--- config.mk ---
export PLATFORM = sky130hd
export DESIGN_NAME = blocked_ahead_proximity_scan
export DESIGN_NICKNAME = d
export VERILOG_FILES = /design/src/hw/rtl/bap_pkg.sv /design/src/hw/rtl/bap_dist.sv /design/src/hw/rtl/blocked_ahead_proximity_scan.sv
export SDC_FILE = /design/constraint.sdc
export NUM_CORES = 2
export LEC_CHECK = 0
export BUFFER_PORTS_ARGS = -buffer_cell sky130_fd_sc_hd__buf_2
export CORE_MARGIN = 2
export CORE_UTILIZATION = 50
export DETAILED_ROUTE_END_ITERATION = 16
export PLACE_DENSITY = 0.62
export SYNTH_ARGS = -nofsm -noshare
export SYNTH_HDL_FRONTEND = slang
export SYNTH_HIERARCHICAL = 1
export SYNTH_SLANG_ARGS = --single-unit
--- constraint.sdc ---
create_clock -name clk -period 17.7 [get_ports clk]
set_input_delay 0.885 -clock clk [delete_from_list [all_inputs] [get_ports clk]]
set_output_delay 0.885 -clock clk [all_outputs]
set_load 0.1 [all_outputs]
--- src/hw/rtl/bap_pkg.sv ---
// Shared types and constants for the blocked-ahead proximity scan.
package bap_pkg;

	localparam int unsigned CFG_INDEX_W = 2;
	localparam int unsigned CFG_DATA_W  = 32;
	localparam int unsigned HEADING_W   = 18;

	localparam logic [CFG_INDEX_W-1:0] REG_OWN_X     = 2'd0;
	localparam logic [CFG_INDEX_W-1:0] REG_OWN_Y     = 2'd1;
	localparam logic [CFG_INDEX_W-1:0] REG_HEADING_X = 2'd2;
	localparam logic [CFG_INDEX_W-1:0] REG_HEADING_Y = 2'd3;

	localparam logic [31:0] NEAR_LIMIT  = 32'h0004_0000;
	localparam logic [31:0] PROBE_LIMIT = 32'h0001_0000;

	typedef struct packed {
		logic signed [31:0] other_x;
		logic signed [31:0] other_y;
		logic [7:0]         car_index;
		logic               is_self;
		logic               last_car;
	} req_t;

	typedef struct packed {
		logic       blocked;
		logic [7:0] blocker_index;
	} rsp_t;

	typedef struct packed {
		logic       valid;
		logic [7:0] car_index;
		logic       is_self;
		logic       last_car;
	} ctrl_t;

endpackage

--- src/hw/rtl/bap_dist.sv ---
// Two-stage squared distance between two 16.16 points, as 16.16 from 24.8 differences, wrapping at 32 bits.
module bap_dist (
	input  logic        clk,
	input  logic        en,
	input  logic [31:0] ax,
	input  logic [31:0] ay,
	input  logic [31:0] bx,
	input  logic [31:0] by,
	output logic [31:0] dist_sq
);

	logic [31:0] diff_x;
	logic [31:0] diff_y;
	logic [31:0] dx_s1;
	logic [31:0] dy_s1;
	logic [31:0] prod_x;
	logic [31:0] prod_y;
	logic [31:0] sqx_s2;
	logic [31:0] sqy_s2;

	assign diff_x = ax - bx;
	assign diff_y = ay - by;

	always_ff @(posedge clk) begin
		if (en) begin
			dx_s1 <= 32'($signed(diff_x) >>> 8);
			dy_s1 <= 32'($signed(diff_y) >>> 8);
		end
	end

	// only the low word of each square is kept
	assign prod_x = dx_s1 * dx_s1;
	assign prod_y = dy_s1 * dy_s1;

	always_ff @(posedge clk) begin
		if (en) begin
			sqx_s2 <= prod_x;
			sqy_s2 <= prod_y;
		end
	end

	assign dist_sq = sqy_s2 + sqx_s2;

endmodule

--- src/hw/rtl/blocked_ahead_proximity_scan.sv ---
// Top level of the blocked-ahead proximity scan.
// One vehicle record is taken per cycle unless the pipeline holds. Each record
// passes two register stages (coordinate differences, then their squares);
// the distance compares and the last-hit register update follow the second
// stage, where the record marked last loads the result register, which then
// offers the result. The pipeline holds only while a last record waits behind
// a result that has not been taken; other records keep flowing.
module blocked_ahead_proximity_scan (
	input  logic                                 clk,
	input  logic                                 arst_n,
	input  logic                                 cfg_we,
	input  logic [bap_pkg::CFG_INDEX_W-1:0]      cfg_index,
	input  logic [bap_pkg::CFG_DATA_W-1:0]       cfg_wdata,
	input  logic                                 req_valid,
	output logic                                 req_ready,
	input  bap_pkg::req_t                        req,
	output logic                                 rsp_valid,
	input  logic                                 rsp_ready,
	output bap_pkg::rsp_t                        rsp
);

	logic [31:0]                    own_x_q;
	logic [31:0]                    own_y_q;
	logic [bap_pkg::HEADING_W-1:0]  heading_x_q;
	logic [bap_pkg::HEADING_W-1:0]  heading_y_q;
	logic [31:0]                    probe_x;
	logic [31:0]                    probe_y;
	bap_pkg::ctrl_t                 ctrl_s1;
	bap_pkg::ctrl_t                 ctrl_s2;
	logic                           adv;
	logic [31:0]                    near_sq;
	logic [31:0]                    probe_sq;
	logic                           near_ok;
	logic                           probe_ok;
	logic                           hit;
	logic                           hit_valid_q;
	logic [7:0]                     hit_index_q;
	logic                           next_valid;
	logic [7:0]                     next_index;
	logic                           emit;
	logic                           rsp_valid_q;
	bap_pkg::rsp_t                  rsp_q;

	always_ff @(posedge clk or negedge arst_n) begin
		if (!arst_n) begin
			own_x_q     <= '0;
			own_y_q     <= '0;
			heading_x_q <= '0;
			heading_y_q <= '0;
		end else if (cfg_we) begin
			unique case (cfg_index)
				bap_pkg::REG_OWN_X:     own_x_q     <= cfg_wdata;
				bap_pkg::REG_OWN_Y:     own_y_q     <= cfg_wdata;
				bap_pkg::REG_HEADING_X: heading_x_q <= cfg_wdata[bap_pkg::HEADING_W-1:0];
				bap_pkg::REG_HEADING_Y: heading_y_q <= cfg_wdata[bap_pkg::HEADING_W-1:0];
				default: ;
			endcase
		end
	end

	assign probe_x = own_x_q + {{(32-bap_pkg::HEADING_W){heading_x_q[bap_pkg::HEADING_W-1]}},
		heading_x_q};
	assign probe_y = own_y_q + {{(32-bap_pkg::HEADING_W){heading_y_q[bap_pkg::HEADING_W-1]}},
		heading_y_q};

	// hold only when a last record cannot hand over its result
	assign adv       = !(ctrl_s2.valid && ctrl_s2.last_car && rsp_valid_q && !rsp_ready);
	assign req_ready = adv;

	bap_dist u_near (
		.clk     (clk),
		.en      (adv),
		.ax      (own_x_q),
		.ay      (own_y_q),
		.bx      (req.other_x),
		.by      (req.other_y),
		.dist_sq (near_sq)
	);

	bap_dist u_probe (
		.clk     (clk),
		.en      (adv),
		.ax      (probe_x),
		.ay      (probe_y),
		.bx      (req.other_x),
		.by      (req.other_y),
		.dist_sq (probe_sq)
	);

	always_ff @(posedge clk or negedge arst_n) begin
		if (!arst_n) begin
			ctrl_s1 <= '0;
			ctrl_s2 <= '0;
		end else if (adv) begin
			ctrl_s1.valid     <= req_valid;
			ctrl_s1.car_index <= req.car_index;
			ctrl_s1.is_self   <= req.is_self;
			ctrl_s1.last_car  <= req.last_car;
			ctrl_s2           <= ctrl_s1;
		end
	end

	// a wrapped negative sum counts as close
	assign near_ok  = near_sq[31] || (near_sq <= bap_pkg::NEAR_LIMIT);
	assign probe_ok = probe_sq[31] || (probe_sq <= bap_pkg::PROBE_LIMIT);
	assign hit      = ctrl_s2.valid && !ctrl_s2.is_self && near_ok && probe_ok;

	assign next_valid = hit ? 1'b1 : hit_valid_q;
	assign next_index = hit ? ctrl_s2.car_index : hit_index_q;
	assign emit       = adv && ctrl_s2.valid && ctrl_s2.last_car;

	always_ff @(posedge clk or negedge arst_n) begin
		if (!arst_n) begin
			hit_valid_q <= 1'b0;
			hit_index_q <= '0;
		end else if (emit) begin
			hit_valid_q <= 1'b0;
			hit_index_q <= '0;
		end else if (adv) begin
			hit_valid_q <= next_valid;
			hit_index_q <= next_index;
		end
	end

	always_ff @(posedge clk or negedge arst_n) begin
		if (!arst_n) begin
			rsp_valid_q <= 1'b0;
		end else if (emit) begin
			rsp_valid_q <= 1'b1;
		end else if (rsp_ready) begin
			rsp_valid_q <= 1'b0;
		end
	end

	always_ff @(posedge clk) begin
		if (emit) begin
			rsp_q.blocked       <= next_valid;
			rsp_q.blocker_index <= next_valid ? next_index : 8'd0;
		end
	end

	assign rsp_valid = rsp_valid_q;
	assign rsp       = rsp_q;

	a_idx_zero_unblocked: assert property (@(posedge clk) disable iff (!arst_n)
		(rsp_valid_q && !rsp_q.blocked) |-> (rsp_q.blocker_index == 8'd0))
		else $error("blocker_index nonzero on an unblocked result");

	a_hit_cleared: assert property (@(posedge clk) disable iff (!arst_n)
		emit |=> (!hit_valid_q && (hit_index_q == 8'd0)))
		else $error("hit register not cleared after result");

	a_idx_idle: assert property (@(posedge clk) disable iff (!arst_n)
		!hit_valid_q |-> (hit_index_q == 8'd0))
		else $error("stale hit index without a hit");

	a_stall_keeps: assert property (@(posedge clk) disable iff (!arst_n)
		(ctrl_s2.valid && ctrl_s2.last_car && !adv) |=>
		(ctrl_s2.valid && ctrl_s2.last_car && rsp_valid_q))
		else $error("held last record lost");

endmodule
==> metrics.md <==
| Metric | Value |
|---|---|
| RSZ-0062 raised after global routing | `no` |
| Syn Nets | `9,866` |
| Kind of critical path | `reg -> reg` |
| Total gr overflow | `0` |
| Core ar. | `0.145 mm²` |
| Die width | `386 µm` |
| Initial antenna violation count | `26` |
| Initial drt markers | `2,713` |
| H-tree level count | `2` |
| Worst skew pair latency | `0.63 ns` |
| Number of synthesized flops with an enable pin | `229` |
| Setup violations, final | `0` |
| Post-route cell area | `0.0773 mm²` |
| Startpoint types | `flip-flop` |
| Yosys warns | `6` |
| Max-slew violations | `0` |
| Remaining antenna violation count after routing | `0` |
| Reg-to-Reg Start | `u_probe/dy_s1[7]` |
| Vias per cell | `5.15` |
| Final period demand of the worst path | `8.10 ns` |
| Layout Nets | `9,913` |
| Post-Syn Area | `0.0731 mm²` |
| CTS Buffer Depth | `3` |
| I/O pins | `124` |
| DRT Pass-1 Iters | `6` |
| Status | `completed` |
| Cells on worst reg2reg path | `22` |
| Die ar. | `0.149 mm²` |
| Post-synthesis sequential area ratio | `0.139` |
| Hold Violations, Final | `0` |
| WL final | `175 mm` |
| CTS tree | `done` |
| CTS buffer count | `42` |
| Critical Path End Type | `flip-flop` |
| Crit path required time | `17.99 ns` |
| Placement Cell Area | `0.0759 mm²` |
| Worst path arrival time | `8.39 ns` |
| Max Cap Viol | `0` |
| Number of buffers added on ports | `123` |
| Worst clock skew | `0.0672 ns` |
| Vias in the first global route | `54.2k` |
| Syn Area/Cell | `9.55 µm²` |
| Post-cts resize count | `0` |
| Worst slew margin | `0.123` |
| Worst Max-Slew Pin Slew | `1.31 ns` |
| Via count | `49.8k` |
| DP HPWL | `146 mm` |
| Fin crit share | `0.458` |
| Area grow syn2layout | `5.78%` |
| CTS Sinks | `361` |
| Top_reg_cell synth | `edfxtp_1` |
| GPL Wtd Cong | `0.914` |
| Drt wl/cell | `18.1 µm` |
| Share of synthesized registers carrying an async set or reset | `0.366` |
| Die Y | `386 µm` |
| Largest net degree at the start of global routing | `141` |
| Reg clk slew, reported paths | `0.08 ns` |
| Fill count | `13.3k` |
| Critical path peak fanout | `23` |
| Library cells used by synthesis | `94` |
| R2R Setup Slk | `9.60 ns` |
| Share of cells above drive strength 1 | `0.0551` |
| Number of synthesized register bits | `361` |
| Reg2reg end | `u_probe/sqy_s2[31]` |
| Syn Inst Count | `7,655` |
| Root Buffer | `clkbuf_16` |
| Row count | `140` |
| CTS Hold Bufs | `0` |
| Hold Path Class | `in -> async` |
| Global-route wire length before repair | `289 mm` |
| Setup tns final | `0 ns` |
| Starting Density | `0.503` |
| Total track usage | `0.248` |
| Achievable frequency | `0.123 GHz` |
| Postcts setup bufs | `0` |
| Remaining DRCs | `0` |
routing by layer:
| layer | track usage | routed length (µm) |
|---|---|---|
| met5 | 0 | 223 |
| met4 | 0.0723 | 5630 |
| met3 | 0.0298 | 8340 |
| met2 | 0.424 | 85400 |
| met1 | 0.331 | 75600 |
area by class of cell:
class | instances | area, µm² | share of cell area
Multi-Input combinational cell | 4866 | 53800 | 0.696
Sequential cell | 361 | 10200 | 0.132
Inverter | 2254 | 8460 | 0.109
Tap cell | 1917 | 2400 | 0.0310
Clock buffer | 51 | 1150 | 0.0149
Timing Repair Buffer | 177 | 1040 | 0.0134
Clock inverter | 25 | 278 | 0.00359
Antenna cell | 4 | 10.0 | 0.000129
stage by stage:
step / worst slack (ns) / instances / utilization / hold WS (ns)
floorplan: 8.67 / 7655 / - / 0.430
global placement: 9.80 / 9575 / 0.522 / 0.445
detailed placement: 9.74 / 9575 / 0.522 / 0.452
CTS: 9.66 / 9651 / 0.532 / 0.221
global route: 9.21 / 9655 / 0.532 / 0.264
finish: 9.60 / 9655 / 0.532 / 0.237
how the worst max path moves through the flow:
stage                     slack, ns            endpoint             start  cells after the start
after floorplan                8.67           req_ready         rsp_ready                      4
after global placement         9.80  u_probe/sqy_s2[31]  u_probe/dy_s1[7]                     22
after detailed placement       9.74  u_probe/sqy_s2[31]  u_probe/dy_s1[7]                     22
after CTS                      9.66  u_probe/sqy_s2[31]  u_probe/dy_s1[7]                     22
after global routing           9.21  u_probe/sqy_s2[31]  u_probe/dy_s1[7]                     22
final                          9.60  u_probe/sqy_s2[31]  u_probe/dy_s1[7]                     22
kinds of logic (layout without fill, tap and decap cells):
| family | Yosys count | in the layout | synth area share |
|---|---|---|---|
| other cells | 0 | 4 | 0 |
| buf+inv | 2428 | 2507 | 0.125 |
| fa+ha+maj | 2098 | 2098 | 0.501 |
| simple gates | 1523 | 1523 | 0.103 |
| compound gates | 734 | 734 | 0.0674 |
| xor+xnor | 385 | 385 | 0.0461 |
| flops | 361 | 361 | 0.139 |
| mux | 126 | 126 | 0.0192 |
worst max-delay path: stages, from the launching register on:
cell	delay, ns
edfxtp_1	1.05
inv_1	0.33
nor2_1	0.34
fa_1	0.49
fa_1	0.52
inv_1	0.06
fa_1	0.46
fa_1	0.52
inv_1	0.05
fa_1	0.49
fa_1	0.49
inv_1	0.05
fa_1	0.53
inv_1	0.06
ha_1	0.33
and4_1	0.23
nand3_1	0.13
o311ai_1	0.76
nand3_1	0.25
a31oi_1	0.25
o21ai_0	0.14
a21oi_1	0.17
a31oi_1	0.06
Yosys cell counts, types with 14 or more instances:
library cell / number / area share
nand3_1: 46 / 0.0031
inv_1: 2254 / 0.12
nand2b_1: 42 / 0.0036
xor2_1: 102 / 0.012
nand4_1: 26 / 0.0022
nor2_1: 203 / 0.010
fa_1: 1378 / 0.38
a31oi_1: 26 / 0.0022
edfxtp_1: 229 / 0.094
xnor2_1: 283 / 0.034
or2_2: 16 / 0.0014
o211ai_1: 20 / 0.0021
a211oi_1: 31 / 0.0032
a21oi_1: 206 / 0.014
o21a_1: 38 / 0.0039
nor2b_1: 55 / 0.0047
and2_1: 401 / 0.034
ha_1: 720 / 0.12
o31ai_1: 17 / 0.0017
o21bai_1: 26 / 0.0027
and3_1: 25 / 0.0021
o21ai_0: 125 / 0.0086
dfrtp_1: 132 / 0.045
mux2i_1: 14 / 0.0019
clkbuf_1: 168 / 0.0086
nor3_1: 55 / 0.0038
mux2_2: 112 / 0.017
nor4_1: 20 / 0.0017
a21o_1: 123 / 0.013
nand2_1: 587 / 0.030
cell usage in the layout, fill, tap and decap left out, types with 132 or more instances in the layout:
cell type  Yosys  layout
inv_1       2254    2254
fa_1        1378    1378
ha_1         720     720
nand2_1      587     587
and2_1       401     401
xnor2_1      283     283
edfxtp_1     229     229
a21oi_1      206     206
nor2_1       203     203
dfrtp_1      132     132
state kept, by name, summed over array words and instances, names as in the netlist:
name	flops
own_x_q	32
own_y_q	32
u_near/sqx_s2	31
u_near/sqy_s2	31
u_probe/sqx_s2	31
u_probe/sqy_s2	31
u_near/dx_s1	24
u_near/dy_s1	24
u_probe/dx_s1	24
u_probe/dy_s1	24
heading_x_q	18
heading_y_q	18
ctrl_s1	11
ctrl_s2	11
rsp	9
hit_index_q	8
hit_valid_q	1
rsp_valid	1
Power is left out: the tool's default activity adds up to more than one toggle a clock period on the data nets, which glitch-free logic cannot reach.
